**src/hdl/voice_priority_top_k_selector_defines.svh**
```systemverilog
// Assertion macros for the voice priority top-k selector.
// No dependencies.
`ifndef VOICE_PRIORITY_TOP_K_SELECTOR_DEFINES_SVH
`define VOICE_PRIORITY_TOP_K_SELECTOR_DEFINES_SVH
`ifndef SYNTHESIS
`define VPS_ASSERT(label, clk, rst, prop, msg) \
  label: assert property (@(posedge clk) disable iff (rst) prop) else $error(msg);
`define VPS_ASSERT_NR(label, clk, prop, msg) \
  label: assert property (@(posedge clk) prop) else $error(msg);
`else
`define VPS_ASSERT(label, clk, rst, prop, msg)
`define VPS_ASSERT_NR(label, clk, prop, msg)
`endif
`endif

```
**src/hdl/vps_pkg.sv**
```systemverilog
// Shared types and constants for the voice priority top-k selector.
// No dependencies.
package vps_pkg;
  localparam int SCORE_W = 32;
  localparam int KEY_W = 64;
  localparam int POS_W = 5;
  localparam int CNT_W = 6;
  localparam int QUO_W = 10;

  typedef struct packed {
    logic signed [SCORE_W-1:0] score;
    logic [KEY_W-1:0] key;
    logic [POS_W-1:0] pos;
  } entry_t;

  typedef enum logic [4:0] {
    ST_IDLE = 5'b00001,
    ST_DIV  = 5'b00010,
    ST_INS  = 5'b00100,
    ST_EMIT = 5'b01000,
    ST_NONE = 5'b10000
  } state_t;

  typedef enum logic [1:0] {
    CLS_EFFECT   = 2'd0,
    CLS_DIALOGUE = 2'd1,
    CLS_MUSIC    = 2'd2,
    CLS_AMBIENCE = 2'd3
  } sound_class_t;

  function automatic logic signed [SCORE_W-1:0] bias_of(input logic [1:0] cls);
    logic signed [SCORE_W-1:0] b;
    unique case (cls)
      CLS_DIALOGUE: b = 32'sd3000000;
      CLS_MUSIC: b = 32'sd2000000;
      CLS_AMBIENCE: b = 32'sd1000000;
      default: b = 32'sd0;
    endcase
    return b;
  endfunction
endpackage

```
**src/hdl/vps_cell.sv**
```systemverilog
// One sorted-list cell: keeps an entry, takes the new word or a neighbor's.
// Depends on vps_pkg.
module vps_cell (
  input  logic clk,
  input  logic rst,
  input  logic clr,
  input  logic ins,
  input  logic shift,
  input  vps_pkg::entry_t new_entry,
  input  vps_pkg::entry_t left_entry,
  input  logic left_valid,
  input  logic left_beats,
  input  vps_pkg::entry_t right_entry,
  input  logic right_valid,
  output vps_pkg::entry_t entry,
  output logic valid,
  output logic beats
);
  assign beats = !valid || (($signed(new_entry.score) != $signed(entry.score)) ?
                 ($signed(new_entry.score) > $signed(entry.score)) :
                 (new_entry.key < entry.key));

  always_ff @(posedge clk) begin
    if (rst || clr) begin
      valid <= 1'b0;
    end else if (ins) begin
      if (beats) begin
        if (left_beats) begin
          entry <= left_entry;
          valid <= left_valid;
        end else begin
          entry <= new_entry;
          valid <= 1'b1;
        end
      end
    end else if (shift) begin
      entry <= right_entry;
      valid <= right_valid;
    end
  end
endmodule

```
**config.mk**
```make
export PLATFORM = sky130hd
export DESIGN_NAME = vps_cell
export DESIGN_NICKNAME = d
export VERILOG_FILES = /design/src/hdl/voice_priority_top_k_selector_defines.svh /design/src/hdl/vps_pkg.sv /design/src/hdl/vps_cell.sv
export SDC_FILE = /design/constraint.sdc
export NUM_CORES = 1
export LEC_CHECK = 0
export ABC_AREA = 1
export BUFFER_PORTS_ARGS = -buffer_cell sky130_fd_sc_hd__buf_2
export CORE_AREA = 4 4 140 196
export DETAILED_ROUTE_END_ITERATION = 8
export DIE_AREA = 0 0 144 200
export GPL_TIMING_DRIVEN = 0
export PLACE_DENSITY = 0.64
export SLEW_MARGIN = 20
export SYNTH_ARGS = -nofsm -noshare
export SYNTH_HDL_FRONTEND = slang
export SYNTH_SLANG_ARGS = --single-unit
```
**constraint.sdc**
```tcl
create_clock -name clk -period 4.54 [get_ports clk]
set_input_delay 0.681 -clock clk [delete_from_list [all_inputs] [get_ports clk]]
set_output_delay 0.681 -clock clk [all_outputs]
set_load 0.05 [all_outputs]
```
==> results of run 1 <==
-- worst reg2reg max path: cells and delay by family, from the launching register on --
kind                       cells  cell delay (ns)
buffers and inverters          2             0.31
and+or+nand+nor               11             1.39
adders and majority gates      1             0.27
DFF                            1             0.40
-- metal layers --
metal	part of all wire	GRT usage	vias to the layer above	wire length [µm]
li1	-	-	4140	-
met1	0.39	0.222	3799	11400
met2	0.53	0.363	322	15600
met3	0.062	0.0336	36	1840
met4	0.022	0.0645	0	651
met5	0	0	-	0
-- cells in the mapped netlist, drive strengths merged (2+ instances only) --
cell and instances:
ha 95, buf 7, clkbuf 37, nand3 13
inv 123, nor2 128, o21ai 214, a21oi 43
nand2 202, edfxtp 101, o21a 2, nor3 5
nand4 4
-- how the worst max path moves through the flow --
stage | startpoint | to | slack [ns] | cells after the start
2_1_floorplan | entry[100]$_DFFE_PP_ | entry[0]$_DFFE_PP_ | 0.89 | 13
3_3_place_gp | new_entry[84] | entry[73]$_DFFE_PP_ | -0.14 | 13
3_5_place_dp | new_entry[84] | beats | 1.30 | 13
4_1_cts | entry[83]$_DFFE_PP_ | beats | 1.28 | 13
5_1_grt | new_entry[84] | beats | 1.08 | 13
6_report | new_entry[84] | beats | 1.35 | 13
-- power by group --
part | switching, µW | leakage, µW | internal (µW)
combinational | 471 | 0.00416 | 257
clock | 379 | 0.000137 | 425
sequential | 22.0 | 0.000950 | 1100
-- final cells by class --
type | instances | area, µm²
fillers | 2653 | 15400
well taps | 324 | 405
clock buffers | 9 | 225
repair buffers | 414 | 2120
inverters | 123 | 462
diodes | 3 | 7.51
plain buffers | 44 | 168
flip-flops and latches | 102 | 3050
multi-input cells | 713 | 3930
clock inverters | 6 | 63.8
-- layout by cell type, fill, tap and decap left out, types with 3 or more instances in the layout --
master	Yosys	routed
ha_1	95	95
buf_1	5	5
nand2_2	3	3
o21ai_0	214	214
buf_2	2	414
nand2_1	199	199
clkbuf_1	37	37
inv_1	123	123
nand3_1	13	13
diode_2	0	3
nor2_1	125	125
nor3_1	4	4
a21oi_1	43	43
edfxtp_1	101	101
nand4_1	4	4
clkbuf_16	0	9
-- state kept, by name, summed over array words and instances, names as in the netlist --
signal,count
entry,101
valid,1
-- through the flow --
| stage | total power (µW) | worst slack, ns |
|---|---|---|
| after CTS | 2690 | 1.28 |
| after global routing | 2800 | 1.08 |
| final | 2650 | 1.35 |
| after detailed placement | 1870 | 1.30 |
| after floorplan | 1560 | 0.893 |
| after global placement | 1860 | -0.136 |
-- kinds of logic (layout without fill, tap and decap cells) --
group,count (synthesis),in the layout,share of synthesized area
simple gates,355,355,0.185
other cells,0,3,0
buf+inv,167,596,0.0828
compound gates,263,263,0.175
flops,102,102,0.402
fa+ha+maj,95,95,0.156
==> results.toml, run 1 <==
[outcome]
outcome = "completed"

[setup_path]
ff2ff_path_depth = 14
critPathBufInv = 2
slowest_delay_ns = 0.30
worst_path_most_repeated_cell = "nand2_1"
path_delay_family = "simple AND/OR/NAND/NOR gates"
worst-endpoint-arrival_ns = 2.50
cp_max_fo = 2
worstReg2RegStart = "entry[83]$_DFFE_PP_"
critPathRequiredTime_ns = 3.86
critPathCaptureType = "primary output"
critPathLaunchType = "input port"
critical_path_class = "in2out"
timing.critical_path.slowest_stage_cell = "ha_1"
worst_r2r_endpoint = "entry[73]$_DFFE_PP_"
timing.critical_path.cells = "buf_2 -> ha_1 -> nand2_1 -> nor2_1 -> nand2_1 -> nor2_4 -> nand2_2 -> nor3_2 -> nand2_1 -> nor2_1 -> nand2_1 -> nand3_1 -> buf_2"
rrSetupSlack_ns = 1.75

[global_route]
gr-usage-all-layers = 0.195
gr-total-overflow = 0
first_global_vias = 8147
grt_pass1_wl_mm = 42.9
grt_start_max_net_pins = 51
antenna_violations_before_repair = 1

[clock_network]
cts_setup_buffers = 0
tritoncts = "built"
root_buf_cell = "clkbuf_16"
count_of_instances_resized_after_the_clock_tree_is_built = 0
cts.reportedPaths.clkPinSlew_ns = 0.08
clock_sink_count = 102
cts.htree.levels = 3
tritoncts.num_buffers = 9
cts.path.max_buffers = 2
insertion_delay_ns = 0.36
post_cts_hold_buffer_count = 0

[routing]
finalWirelength_mm = 29.5
routed_via_count = 8297
postRouteAntennaNets = 0
drtPass1Iterations = 5
route.detailed.drc = 0
avgRoutedWirePerCell_um = 17.0
drt_iter0_drc = 328
average_via_count_per_standard_cell = 4.77

[sta]
finalClockSkew_ns = 0.0128
setup_tns_ns = 0
hold_ws_ns = 0.594
fmaxAchievable_mhz = 314
grt_setup_unrepaired = "false"
finalHoldViolCount = 0
slew_viol_final = 0
period_needed_ns = 3.19
setup_viol = 0
worst_pin_slew_ns = 0.836
timing.final.crit_share = 0.702
slew_headroom = 0.443

[placed_design]
port_buffers = 412
gpl.final_weighted_congestion = 0.910
place_hpwl_mm = 24.5
dpl-instance-area_um2 = 10100
place.detailed.instances = 1720

[min_path]
hold_path_startpoint = "right_entry[60]"
whs_path_depth = 3
hold_path.class = "in2reg"
min_delay_worst_endpoint = "entry[60]$_DFFE_PP_"

[final_layout]
design.final.nets = 1813
final_cell_area_um2 = 10400
final_cells = 1738
final_util = 0.404
layout-drive-gt1-share = 0.311
area_growth_pct = 37.1

[synth]
synth_edf_count = 101
synthesis.area_per_instance_um2 = 7.74
flip_flop_and_latch_count_after_synthesis = 102
synthTopCellsByArea = "edfxtp_1 (40%), ha_1 (16%), o21ai_0 (14%)"
synthesized_instance_count = 982
yosysSeqAreaShare = 0.402
yosys.cell_types.count = 26
post-synth-top-area-fraction = 0.399
synthesis.area_um2 = 7600
postSynthNetCount = 1388
yosys_warnings = 0
synth-async-reset-ratio = 0
post-synth-top-area-cell = "edfxtp_1"
ys_dominant_reg_cell = "edfxtp_1"

[die]
io-pin-count = 414
floorplan.core_area_um2 = 25800
die_y_um = 200
die-area_um2 = 28800
start_util = 0.294
num_rows = 70
die_width_um = 144

[power]
worst_ir_drop_vdd_mv = 0.228
power-per-cell-area_nw_per_um2 = 254
cellLeakagePower_uw = 0.00525

[run]
number_of_violations_of_the_max_capacitance_limit = 0
Power figures use the tool's default switching activity.
==> run 2, diff against run 1 <==
Clock period 4.54 ns to 2.6 ns, I/O delays scaled along.
==> results.toml, run 2 (synthesis results as in run 1) <==
[setup_path]
critical_path_class = "reg2out"
worst_path_most_repeated_cell = "nand2_1"
path_delay_family = "simple AND/OR/NAND/NOR gates"
critPathCaptureType = "primary output"
worstReg2RegStart = "entry[74]$_DFFE_PP_"
cp_max_fo = 2
critPathCapture = "beats"
worst-endpoint-arrival_ns = 2.23
timing.critical_path.cells = "inv_2 -> ha_4 -> a21oi_2 -> nor2_1 -> nor2_2 -> nand2_1 -> nand2_1 -> nand2_2 -> nand2_2 -> nand2_1 -> nand2_1 -> nand3_2 -> nand3_2 -> buf_8"
ff2ff_path_depth = 16
worst_r2r_endpoint = "entry[41]$_DFFE_PP_"
slowest_delay_ns = 0.40
critPathRequiredTime_ns = 2.21
crit_path_start = "entry[74]$_DFFE_PP_"
timing.critical_path.slowest_stage_cell = "edfxtp_1"
cp_num_cells = 14
critPathBufInv = 2
critPathLaunchType = "flip-flop"
rrSetupSlack_ns = 0

[sta]
finalClockSkew_ns = 0.0139
setup_tns_ns = -0.0455
finalHoldViolCount = 0
slew_headroom = 0.353
period_needed_ns = 2.62
grt_setup_unrepaired = "true"
setup_viol = 6
slew_viol_final = 0
hold_ws_ns = 0.303
timing.final.crit_share = 1.01
postLayoutSetupSlackWorst_ns = -0.0223
worst_pin_slew_ns = 0.970
fmaxAchievable_mhz = 381

[clock_network]
tritoncts = "built"
root_buf_cell = "clkbuf_16"
clock_sink_count = 102
insertion_delay_ns = 0.36
post_cts_hold_buffer_count = 0
cts.htree.levels = 3
cts.path.max_buffers = 2
tritoncts.num_buffers = 9
cts.reportedPaths.clkPinSlew_ns = 0.08

[placed_design]
port_buffers = 412
place.detailed.instances = 1720
place_hpwl_mm = 24.4
gpl.final_weighted_congestion = 0.910
dpl-instance-area_um2 = 10100

[routing]
average_via_count_per_standard_cell = 4.81
finalWirelength_mm = 31.3
route.detailed.drc = 0
postRouteAntennaNets = 0
drtPass1Iterations = 5
routed_via_count = 8525
avgRoutedWirePerCell_um = 17.6
drt_iter0_drc = 296

[final_layout]
final.fill_count = 2603
area_used_by_multi_input_combinational_logic_um2 = 4270
most-common-layout-cells = "buf_2 (413), o21ai_0 (214), nand2_1 (182)"
seq_area_um2 = 3050
largest-register = "entry"
final_cell_area_um2 = 11300
largest_reg_flops = 101
layout-drive-gt1-share = 0.368
final_cells = 1774
area_growth_pct = 48.4
commonest_non_fill_non_tap_cell_in_the_layout = "buf_2"
design.final.nets = 1848
reg.largest.list = "entry x101, valid x1"

[min_path]
hold_path.class = "in2reg"

[outcome]
outcome = "complete, but fails checks"
failed_checks = "negative setup slack"

[die]
floorplan.core_area_um2 = 25800
num_rows = 70
io-pin-count = 414
die_width_um = 144
die-area_um2 = 28800
start_util = 0.294
die_y_um = 200

[global_route]
gr-total-overflow = 0
antenna_violations_before_repair = 3
gr-usage-all-layers = 0.201
grt_pass1_wl_mm = 44.1
first_global_vias = 8405
grt_start_max_net_pins = 26

[run]
number_of_violations_of_the_max_capacitance_limit = 0

[power]
power-per-cell-area_nw_per_um2 = 426
worst_ir_drop_vdd_mv = 0.294
cellLeakagePower_uw = 0.00555
run 2: changes by cell type in the layout (fill, tap and decap cells not counted), moves of 7 or more:
| cell | change |
|---|---|
| inv_1 | -7 |
| nand2_1 | -17 |
| buf_4 | +17 |
| nor2_1 | -9 |
| inv_2 | +7 |
| ha_1 | -14 |
| nand2_2 | +14 |
| ha_4 | +14 |
run 2: tightest hold or removal path: stages:
cell and delay, ns:
buf_2 0.07, nand2_1 0.04, o21ai_0 0.05
run 2: layout make-up:
type | instances | area share
multi-input cells | 713 | 0.378
flip-flops and latches | 102 | 0.271
repair buffers | 449 | 0.233
inverters | 123 | 0.0409
well taps | 324 | 0.0359
clock buffers | 9 | 0.0200
plain buffers | 44 | 0.0149
clock inverters | 7 | 0.00577
diodes | 3 | 0.000665
run 2: how the worst min path moves through the flow:
stage / from / endpoint / cells past startpoint
2_1_floorplan: right_entry[0] / entry[0]$_DFFE_PP_ / 2
3_3_place_gp: valid$_SDFFE_PN0P_ / valid$_SDFFE_PN0P_ / 4
3_5_place_dp: valid$_SDFFE_PN0P_ / valid$_SDFFE_PN0P_ / 4
4_1_cts: right_entry[78] / entry[78]$_DFFE_PP_ / 3
5_1_grt: right_entry[16] / entry[16]$_DFFE_PP_ / 3
6_report: right_entry[11] / entry[11]$_DFFE_PP_ / 3
run 2: layer usage:
metal | routed length [µm] | part of all wire | GRT usage | vias to the layer above
li1 | - | - | - | 4212
met1 | 11200 | 0.36 | 0.218 | 3897
met2 | 16600 | 0.53 | 0.373 | 362
met3 | 2390 | 0.076 | 0.0462 | 52
met4 | 1050 | 0.034 | 0.0834 | 2
met5 | 13 | 0.00042 | 0 | -
run 2: through the flow:
stage	power [µW]	setup slack, ns	utilization
5_1_grt	5060	-0.139	0.437
4_1_cts	4750	-0.107	0.417
6_report	4810	-0.0223	0.437
3_3_place_gp	3240	-1.03	0.390
2_1_floorplan	2720	-0.441	-
3_5_place_dp	3270	-0.305	0.393
run 2: what timing repair did:
item | in CTS | in global routing
pin swaps | 8 | 30
gates cloned | 4 | 9
setup endpoints to repair | 100 | 102
setup buffers | 11 | 12
gates resized for setup | 26 | 54
run 2: where the power goes:
part           total (µW)  switching (µW)  internal, µW
logic                1450             892           554
registers            1950            36.6          1920
clock network        1410             666           742
total                4810            1590          3210
