`src/hdl/voice_priority_top_k_selector_defines.svh`:
```
// Assertion macros for the voice priority top-k selector.
// No dependencies.
`ifndef VOICE_PRIORITY_TOP_K_SELECTOR_DEFINES_SVH
`define VOICE_PRIORITY_TOP_K_SELECTOR_DEFINES_SVH
`ifndef SYNTHESIS
`define VPS_ASSERT(label, clk, rst, prop, msg) \
  label: assert property (@(posedge clk) disable iff (rst) prop) else $error(msg);
`define VPS_ASSERT_NR(label, clk, prop, msg) \
  label: assert property (@(posedge clk) prop) else $error(msg);
`else
`define VPS_ASSERT(label, clk, rst, prop, msg)
`define VPS_ASSERT_NR(label, clk, prop, msg)
`endif
`endif

```
`src/hdl/vps_pkg.sv`:
```
// Shared types and constants for the voice priority top-k selector.
// No dependencies.
package vps_pkg;
  localparam int SCORE_W = 32;
  localparam int KEY_W = 64;
  localparam int POS_W = 5;
  localparam int CNT_W = 6;
  localparam int QUO_W = 10;

  typedef struct packed {
    logic signed [SCORE_W-1:0] score;
    logic [KEY_W-1:0] key;
    logic [POS_W-1:0] pos;
  } entry_t;

  typedef enum logic [4:0] {
    ST_IDLE = 5'b00001,
    ST_DIV  = 5'b00010,
    ST_INS  = 5'b00100,
    ST_EMIT = 5'b01000,
    ST_NONE = 5'b10000
  } state_t;

  typedef enum logic [1:0] {
    CLS_EFFECT   = 2'd0,
    CLS_DIALOGUE = 2'd1,
    CLS_MUSIC    = 2'd2,
    CLS_AMBIENCE = 2'd3
  } sound_class_t;

  function automatic logic signed [SCORE_W-1:0] bias_of(input logic [1:0] cls);
    logic signed [SCORE_W-1:0] b;
    unique case (cls)
      CLS_DIALOGUE: b = 32'sd3000000;
      CLS_MUSIC: b = 32'sd2000000;
      CLS_AMBIENCE: b = 32'sd1000000;
      default: b = 32'sd0;
    endcase
    return b;
  endfunction
endpackage

```
`src/hdl/vps_divider.sv`:
```
// Restoring divider: floor(num*1000/den) for num <= den, one quotient bit per cycle.
// Depends on vps_pkg.
module vps_divider (
  input  logic clk,
  input  logic rst,
  input  logic go,
  input  logic [31:0] num,
  input  logic [31:0] den,
  output logic done,
  output logic [vps_pkg::QUO_W-1:0] quo
);
  logic [41:0] rem;
  logic [41:0] dvs;
  logic [3:0] cnt;
  logic busy;
  logic [42:0] diff;

  assign diff = {1'b0, rem} - {1'b0, dvs};

  always_ff @(posedge clk) begin
    if (rst) begin
      busy <= 1'b0;
      done <= 1'b0;
    end else begin
      done <= 1'b0;
      if (go) begin
        busy <= 1'b1;
        cnt <= 4'd9;
        rem <= 42'(num) * 42'd1000;
        dvs <= {den, 10'd0} >> 1;
        quo <= '0;
      end else if (busy) begin
        if (!diff[42]) begin
          rem <= diff[41:0];
        end
        quo <= {quo[vps_pkg::QUO_W-2:0], ~diff[42]};
        dvs <= dvs >> 1;
        if (cnt == 4'd0) begin
          busy <= 1'b0;
          done <= 1'b1;
        end else begin
          cnt <= cnt - 4'd1;
        end
      end
    end
  end
endmodule

```
`config.mk`:
```
export PLATFORM = sky130hd
export DESIGN_NAME = vps_divider
export DESIGN_NICKNAME = d
export VERILOG_FILES = /design/src/hdl/voice_priority_top_k_selector_defines.svh /design/src/hdl/vps_pkg.sv /design/src/hdl/vps_divider.sv
export SDC_FILE = /design/constraint.sdc
export NUM_CORES = 1
export LEC_CHECK = 0
export BUFFER_PORTS_ARGS = -buffer_cell sky130_fd_sc_hd__buf_2
export CORE_UTILIZATION = 45
export DETAILED_ROUTE_END_ITERATION = 7
export PLACE_DENSITY_LB_ADDON = 0.05
export SETUP_SLACK_MARGIN = 0.1
export SLEW_MARGIN = 20
export SYNTH_ARGS = -nofsm -noshare
export SYNTH_HDL_FRONTEND = slang
export SYNTH_SLANG_ARGS = --single-unit
```
`constraint.sdc`:
```
create_clock -name clk -period 7.1 [get_ports clk]
set_input_delay 1.42 -clock clk [delete_from_list [all_inputs] [get_ports clk]]
set_output_delay 1.42 -clock clk [all_outputs]
set_load 0.1 [all_outputs]
```
==> metrics, run 1 <==
status finished with violations; failing checks design-rule violations; final worst clock skew approximately 0.008 ns; P per Cell Area 415.4 nW/µm²; post-synth top area share around 25%; syn nets about 1,500; Max Buffers Root-to-Sink 2; Leak about 5.9 nW; layout cells sized above 1 around a tenth; most frequent cells in the layout inv_1, ha_1, fa_1, edfxtp_1, nand2_1; Layout area overhead 8.881%; min Tclk post-route a little over 6 ns; clk slew on worst S/H paths 0.08 ns; largest net degree at the start of global routing 57; Req. time, crit path around 7.2 ns; Routed Antenna Nets 0; Slew @ Worst Pin between 0.8 and 0.9 ns; synth warn 0; # setup viols final 0; global route overflow 0; CTS buffer count 9; final WL between 20 and 25 mm; initial antenna violation count 0; register area share after synthesis 25.78%; kind of critical path input port to flop; multiplexer share of the synthesized area less than 1%; Internal between 0.002 and 0.003 W; Post-Synth Adder-Cell Area 34.67%; io pins 78; Register Area approximately 3000 µm²; initial core utilization a little under half; EDFF count, synth 97; Worst Path Max Fanout 4; Sequential Power Share ~18%; detailed placement HPWL between 15 and 20 mm; post-CTS setup buffer count 0; GRT Total Usage just under 20%; Slew Limit Fails 0; Synth Area in Compound Gates 15.40%; Clock Sinks slightly below 100; Syn Std Cell Area approximately 11,000 µm²; H-tree depth 3; Worst EP arrival 6.26 ns; Post-CTS Hold Fix Bufs 0; synth unique cells 69; first-pass GRT wire length just over 40 mm; Fillers about 2,400; Buffers on Ports 77; drt pass-1 iters 7; RSZ-0062 raised after global routing no; via count approximately 8,100; Final nets roughly 1,600; CTS tree built; Hold Violations, Final 0; Simple-Gate Fraction of Synth Area approximately 10%; Core Util, Final 49.81%; clock insertion delay at the later pin of the skew report roughly 0.36 ns; Clk pwr share around 9.7%; routability congestion estimate ~0.84; crit end category flop; Die X 161.5 µm; fin crit share 86.71%; Fin Setup TNS 0 ns; Max Fclk 162.4 MHz; # rows 58; Max Cap Viol 0; Vias/cell 5.130; switch share 47.84%; number of global-route vias before repair slightly above 8,000; die height 161.5 µm; combinational power share between 70% and 80%; peak supply drop approximately 150 µV; XOR/XNOR share of the synthesized area roughly 5.4%; largest family of logic cells by synthesized area adder cells; Mean Syn Cell Area slightly below 10 µm²; most common cell after layout, fill and taps aside inv_1; Net Sw Power roughly 0.0025 W; Starting DRT DRC Count 408; Rel. slew slack a little under half; Synth area leader edfxtp_1; ys flop type edfxtp_1; cells after synthesis ~1,200; Core ar. roughly 25,000 µm²; register bit count reported by yosys 99; main area contributors after synthesis edfxtp_1, fa_1, ha_1; Root Buffer clkbuf_16; DRC errors left 1; n_diodes 0; Wirelength per Cell approximately 15 µm; area of the multi-input gates between 7000 and 8000 µm²; crit start category input port; Hold WC Path Type flop to flop; FFs w/ async S/R, synth 0%; die area between 20,000 and 30,000 µm²; post-CTS sizing 0
[worst paths after layout]
check / from / end / slack (ns) / depth (start not counted)
worst max-delay path: num[5] / rem[40] / 0.94 / 17
worst min-delay path: busy / done / 0.51 / 1
worst max register to register: dvs[0] / rem[2] / 2.77 / 13
worst min register to register: busy / done / 0.51 / 1
[cells by family after synthesis]
logic type               Yosys count
AO/OA/AOI/OAI                    276
XOR/XNOR                          71
adder cells (fa/ha/maj)          246
buffers and inverters            248
flip-flops                        99
multiplexers                       7
AND/OR/NAND/NOR                  243
[Yosys cell counts (5+ instances only)]
library cell,count
nand2b_1,16
nand4_1,10
and3_1,7
nor3_1,8
buf_1,5
o21bai_1,9
fa_1,119
o21a_1,6
edfxtp_1,97
a21o_1,43
o21ai_0,75
o21ai_1,6
ha_1,127
nand2_1,89
xor2_1,34
mux2i_1,7
inv_1,214
a21oi_1,76
nor2_1,58
clkbuf_1,26
nor2b_1,18
nand3_1,17
xnor2_1,37
a31oi_1,13
[stage by stage]
stage          std cells  power [W]  setup slack [ns]  cell area, µm²  hold slack (ns)
2_1_floorplan       1190   0.003874             1.169           11450           0.4711
3_3_place_gp        1568   0.004678            0.5532           12170           0.4829
3_5_place_dp        1568   0.004673            0.4991           12170           0.5000
4_1_cts             1584   0.005206            0.8806           12470           0.5199
5_1_grt             1584   0.005741            0.6621           12470           0.5534
6_report            1584   0.005180            0.9434           12470           0.5144
[sequential cells by signal, indices dropped and copies added (netlist names)]
signal  count
rem        42
dvs        41
quo        10
cnt         4
busy        1
done        1
[power by group through the flow]
stage | registers, W | clock network [W] | logic (W)
floorplan | 0.000934 | 0 | 0.00294
global placement | 0.000921 | 0 | 0.00376
detailed placement | 0.000923 | 0 | 0.00375
CTS | 0.000911 | 0.000514 | 0.00378
global route | 0.000923 | 0.000528 | 0.00429
finish | 0.000910 | 0.000502 | 0.00377
[routing by layer]
| layer | wire length (µm) | part of all wire [%] | GRT usage (%) |
|---|---|---|---|
| met3 | 789 | 3.3 | 2.106 |
| met5 | 0 | 0 | 0 |
| met4 | 163 | 0.67 | 3.731 |
| met1 | 12850 | 53 | 29.64 |
| met2 | 10390 | 43 | 30.23 |
[worst max-delay path, cell delays in order]
cell and delay (ns):
buf_2 0.12, inv_1 0.23, fa_1 0.49, fa_1 0.55, fa_1 0.44, fa_1 0.51
inv_1 0.04, ha_1 0.34, a21oi_1 0.23, o21ai_1 0.16, o211ai_1 0.27, a31oi_1 0.19
o41a_1 0.46, a211o_1 0.32, a31oi_1 0.20, xor2_1 0.19, mux2i_1 0.08
[cell type report]
cell class / count / area share, %
inverters: 215 / 6.471
well taps: 330 / 3.311
flip-flops and latches: 99 / 23.68
clock inverters: 7 / 0.5819
multi-input cells: 843 / 60.80
clock buffers: 9 / 1.806
repair buffers: 81 / 3.351
No activity file was read; power rests on OpenSTA's default activity.
==> run 2: changes to the inputs <==
CORE_ASPECT_RATIO = 1.25   (was default)
CTS_BUF_LIST = sky130_fd_sc_hd__clkbuf_16   (was default)
==> metrics, run 2 (synthesized netlist as in run 1, its figures left out) <==
Setup crit start num[10] (was num[5]); n_diodes 0 (unchanged); crit start category input port (unchanged); Wirelength per Cell 15.76 µm (was 15.27 µm); Fillers 2,421 (was 2,393); Worst EP arrival 6.40 ns (was 6.26 ns); fin crit share 88.62% (was 86.71%); Routed Antenna Nets 0 (unchanged); area of the multi-input gates 7582 µm² (unchanged); Vias/cell 5.165 (was 5.130); Sequential Power Share 17.5% (was 17.6%); most frequent cells in the layout inv_1, ha_1, fa_1, edfxtp_1, nand2_1 (unchanged); RSZ-0062 raised after global routing no (unchanged); DRC errors left 0 (was 1); final WL 24.95 mm (was 24.19 mm); die height 180.4 µm (was 161.5 µm); initial antenna violation count 0 (unchanged); io pins 78 (unchanged); status complete, no violations (was finished with violations); Reg-to-Reg Start dvs[0] (unchanged); CP Buf/Inv Count 3 (unchanged); Internal 0.002701 W (was 0.002702 W); hold wc startpoint busy (unchanged); Req. time, crit path 7.21 ns (was 7.20 ns); Reg with most FFs rem (unchanged); first-pass GRT wire length 42.72 mm (was 40.93 mm); final worst slack 0.8083 ns (was 0.9434 ns); kind of critical path input port to flop (unchanged); critical path's slowest cell fa_1 (unchanged); layout cells sized above 1 9.258% (was 9.330%); Slew Limit Fails 0 (unchanged); detailed placement HPWL 20.39 mm (was 19.56 mm); global route overflow 0 (unchanged); clk slew on worst S/H paths 0.08 ns (about the same); most frequent CP cell fa_1 (unchanged); Buffers on Ports 77 (unchanged); max reg flops 42 (unchanged); min Tclk post-route 6.292 ns (was 6.157 ns); via count 8,176 (was 8,126); Max Buffers Root-to-Sink 2 (unchanged); Register Area 2953 µm² (unchanged); post-place instance area 12,170 µm² (about the same); Die X 144.7 µm (was 161.5 µm); CTS buffer count 9 (unchanged); Root Buffer clkbuf_16 (unchanged); cell area after layout 12,470 µm² (unchanged); Crit path largest cell delay 0.55 ns (about the same); Clk pwr share 9.8% (was 9.7%); routability congestion estimate 0.8445 (was 0.8436); post-CTS sizing 0 (unchanged); # rows 64 (was 58); crit-path cells buf_2 > inv_1 > fa_1 > fa_1 > fa_1 > fa_1 > inv_1 > ha_1 > a21o_1 > a21oi_1 > o21ai_0 > a21oi_1 > a31oi_1 > o41a_1 > a211o_1 > a31oi_1 > xor2_1 > mux2i_1 (was buf_2 > inv_1 > fa_1 > fa_1 > fa_1 > fa_1 > inv_1 > ha_1 > a21oi_1 > o21ai_1 > o211ai_1 > a31oi_1 > o41a_1 > a211o_1 > a31oi_1 > xor2_1 > mux2i_1); Starting DRT DRC Count 325 (was 408); Max Cap Viol 0 (unchanged); Worst Hold Slack 0.5238 ns (was 0.5144 ns); Leak 5.894 nW (was 5.896 nW); Top Registers rem x42, dvs x41, quo x10 (unchanged); Hold WC Path Type flop to flop (unchanged); Clock Sinks 99 (unchanged); Hold Violations, Final 0 (unchanged); initial core utilization 46.29% (was 45.75%); largest net degree at the start of global routing 101 (was 57); Worst Path Max Fanout 6 (was 4); Net Sw Power 0.002506 W (was 0.002478 W); Place WS 0.4461 ns (was 0.4991 ns); post-CTS setup buffer count 0 (unchanged); Top Family by Delay on Critical Path adder cells (unchanged); switch share 48.13% (was 47.84%); Max Fclk 158.9 MHz (was 162.4 MHz); number of global-route vias before repair 8,769 (was 8,238); P per Cell Area 417.6 nW/µm² (was 415.4 nW/µm²); final worst clock skew 0.01397 ns (was 0.007915 ns); drt pass-1 iters 4 (was 7); combinational power share 72.7% (about the same); Post-CTS Hold Fix Bufs 0 (unchanged); clock insertion delay at the later pin of the skew report 0.37 ns (was 0.36 ns); Rel. slew slack 36.78% (was 45.66%); Slew @ Worst Pin 0.9482 ns (was 0.8151 ns); die area 26,100 µm² (was 26,090 µm²); Core ar. 24,740 µm² (was 25,040 µm²); most common cell after layout, fill and taps aside inv_1 (unchanged); Layout area overhead 8.881% (unchanged); Fin Setup TNS 0 ns (unchanged); CTS tree built (unchanged); Final nets 1,561 (was 1,562); # setup viols final 0 (unchanged); H-tree depth 3 (unchanged); Core Util, Final 50.40% (was 49.81%); crit end category flop (unchanged); peak supply drop 172.6 µV (was 150.5 µV); GRT Total Usage 20.94% (was 19.56%)
run 2: metrics by stage:
step / power, W / instances
final: 0.005207 / 1583
after detailed placement: 0.004734 / 1567
after global routing: 0.005778 / 1583
after floorplan: 0.003874 / 1190
after global placement: 0.004725 / 1567
after CTS: 0.005266 / 1583
run 2: power by group through the flow:
| stage | Sequential (W) | Combinational [W] | Clock (W) |
|---|---|---|---|
| after floorplan | 0.000934 | 0.00294 | 0 |
| after global placement | 0.000921 | 0.00380 | 0 |
| after detailed placement | 0.000923 | 0.00381 | 0 |
| after CTS | 0.000911 | 0.00383 | 0.000521 |
| after global routing | 0.000923 | 0.00432 | 0.000538 |
| final | 0.000910 | 0.00379 | 0.000510 |
run 2: area by class of cell:
type | count | area share [%]
multi-input combinational | 843 | 60.80
sequential | 99 | 23.68
inverter | 215 | 6.471
tap | 330 | 3.311
timing repair buffer | 80 | 3.291
clock buffer | 9 | 1.806
clock inverter | 7 | 0.6421
run 2: final timing paths:
check | depth (start not counted) | end | slack, ns
max | 18 | rem[40] | 0.81
min reg2reg | 1 | done | 0.52
max reg2reg | 13 | rem[18] | 3.09
min | 1 | done | 0.52
run 2: per-layer routing:
metal  up-vias  routed length [µm]  track usage (%)
li1       4109                   -                -
met1      3948               10990            26.08
met2        98               13100            38.35
met3        21                 433            1.541
met4         0                 430            5.474
met5         -                   0                0
==> run 3: changes to the inputs <==
PLACE_DENSITY_LB_ADDON = default   (was 0.05)
SKIP_LAST_GASP = 1   (was default)
clock period = 5.8 ns   (was 7.1 ns; I/O delays follow)
==> metrics, run 3 (synthesized netlist as in run 1, its figures left out) <==
Leak 6.524 nW (was 5.894 nW); die height 180.4 µm (unchanged); Clock Sinks 99 (unchanged); Fin Setup TNS 0 ns (unchanged); Wirelength per Cell 14.70 µm (was 15.76 µm); Finished Layout Cells 1,710 (was 1,583); number of global-route vias before repair 9,358 (was 8,769); global route overflow 0 (unchanged); Worst EP arrival 5.65 ns (was 6.40 ns); hold wc startpoint busy (unchanged); Max Buffers Root-to-Sink 2 (unchanged); Top Family by Delay on Critical Path adder cells (unchanged); Root Buffer clkbuf_16 (unchanged); routability congestion estimate 0.8834 (was 0.8445); most frequent CP cell fa_1 (unchanged); P per Cell Area 546.4 nW/µm² (was 417.6 nW/µm²); Post-CTS Hold Fix Bufs 0 (unchanged); Hold Violations, Final 0 (unchanged); Hold Path Cell Cnt 1 (unchanged); detailed placement HPWL 20.50 mm (was 20.39 mm); layout cells sized above 1 19.81% (was 9.258%); Routed Antenna Nets 0 (unchanged); max reg flops 42 (unchanged); DRC errors left 0 (unchanged); first-pass GRT wire length 43.22 mm (was 42.72 mm); crit-path cells buf_8 > clkinvlp_4 > fa_1 > fa_1 > fa_1 > fa_1 > inv_2 > ha_4 > nand2_4 > o21ai_4 > buf_6 > a21oi_4 > a32oi_2 > nand3_2 > o31ai_4 > a31oi_4 > a31oi_2 > xnor2_1 > mux2i_1 (was buf_2 > inv_1 > fa_1 > fa_1 > fa_1 > fa_1 > inv_1 > ha_1 > a21o_1 > a21oi_1 > o21ai_0 > a21oi_1 > a31oi_1 > o41a_1 > a211o_1 > a31oi_1 > xor2_1 > mux2i_1); CP Buf/Inv Count 4 (was 3); final worst clock skew 0.009519 ns (was 0.01397 ns); Place WS -0.2831 ns (was 0.4461 ns); worst r2r dst rem[4] (was rem[18]); initial antenna violation count 3 (was 0); CTS tree built (unchanged); kind of critical path input port to flop (unchanged); Reg with most FFs rem (unchanged); clk slew on worst S/H paths 0.07 ns (was 0.08 ns); Worst Path Max Fanout 4 (was 6); Hold Path Sink done (unchanged); Die X 144.7 µm (unchanged); fin crit share a little over nine tenths; via count 8,749 (was 8,176); GRT Total Usage 20.93% (was 20.94%); final worst slack 0.2517 ns (was 0.8083 ns); Inst Count DP 1,684 (was 1,567); # rows 64 (unchanged); Layout area overhead 19.39% (was 8.881%); critical path's slowest cell fa_1 (unchanged); Max Fclk ~180 MHz; Max Cap Viol 0 (unchanged); crit start category input port (unchanged); clock insertion delay at the later pin of the skew report 0.36 ns (was 0.37 ns); most common cell after layout, fill and taps aside inv_1 (unchanged); initial core utilization 46.29% (unchanged); most frequent cells in the layout inv_1, buf_4, ha_1, fa_1, edfxtp_1 (was inv_1, ha_1, fa_1, edfxtp_1, nand2_1); flop2flop setup slack 1.62 ns (was 3.09 ns); Slew Limit Fails 0 (unchanged); H-tree depth 3 (unchanged); CTS buffer count 9 (unchanged); # setup viols final 0 (unchanged); Top Registers rem x42, dvs x41, quo x10 (unchanged); Vias/cell 5.116 (was 5.165); drt pass-1 iters 5 (was 4); Setup crit start num[6] (was num[10]); die area 26,100 µm² (unchanged); Reg-to-Reg Start rem[0] (was dvs[0]); largest net degree at the start of global routing 96 (was 101); peak supply drop 256.7 µV (was 172.6 µV); post-place instance area 13,050 µm² (was 12,170 µm²); Req. time, crit path 5.90 ns (was 7.21 ns); Starting DRT DRC Count 374 (was 325); RSZ-0062 raised after global routing yes (was no); Rel. slew slack 42.80% (was 36.78%); Core ar. 24,740 µm² (unchanged); crit end category flop (unchanged); Final Total Pwr 0.007472 W (was 0.005207 W); min Tclk post-route about 5.5 ns; cell area after layout 13,670 µm² (was 12,470 µm²); Buffers on Ports 77 (unchanged); Crit path largest cell delay 0.56 ns (was 0.55 ns); io pins 78 (unchanged); final WL 25.14 mm (was 24.95 mm); Slew @ Worst Pin 0.8580 ns (was 0.9482 ns); Final nets 1,686 (was 1,561); Hold WC Path Type flop to flop (unchanged); status complete, no violations (unchanged); Reg2Reg Depth 14 (was 13)
==> run 3: cell count changes in the layout (fill, tap and decap cells not counted), sizes merged <==
cell      delta
clkinvlp     +1
diode        +2
inv          -3
buf        +125
bufinv       +2
==> run 3: worst max path at each step <==
stage | end | slack [ns] | cells past startpoint
floorplan | rem[40] | 0.13 | 17
global placement | rem[41] | -0.25 | 22
detailed placement | rem[38] | -0.28 | 18
CTS | rem[40] | 0.11 | 17
global route | rem[37] | 0.05 | 19
finish | rem[37] | 0.25 | 19
==> run 3: area by class of cell <==
type	instances	area, µm²
Fill cell	2258	11070
Multi-Input combinational cell	843	7805
Sequential cell	99	2953
Timing Repair Buffer	205	1376
Inverter	215	813.3
Tap cell	330	412.9
Clock buffer	9	225.2
Clock inverter	7	83.83
Antenna cell	2	5.005
==> run 3: what timing repair did <==
action	CTS	global route
setup buffers	0	8
setup endpoints to repair	1	18
pin swaps	0	45
gates resized for setup	1	55
==> run 3: routing by layer <==
metal,GRT usage [%],wire (µm),up-vias
met3,2.046,611,44
li1,-,-,4371
met1,24.95,10470,4212
met5,0,22,-
met4,8.505,822,4
met2,37.87,13210,118
==> run 3: per-stage QoR <==
stage               utilization [%]  hold WS [ns]
global placement              52.72        0.4888
floorplan                         -        0.4711
finish                        55.26        0.5057
global route                  55.25        0.5362
CTS                           53.97        0.5093
detailed placement            52.73        0.4943
==> run 3: power breakdown <==
part           total [W]  internal [W]  leakage, nW  switching (W)
clock network   0.000638      0.000373        0.152       0.000265
registers        0.00112       0.00106        0.944      0.0000558
logic            0.00572       0.00272         5.43        0.00300
total            0.00747       0.00415         6.52        0.00332
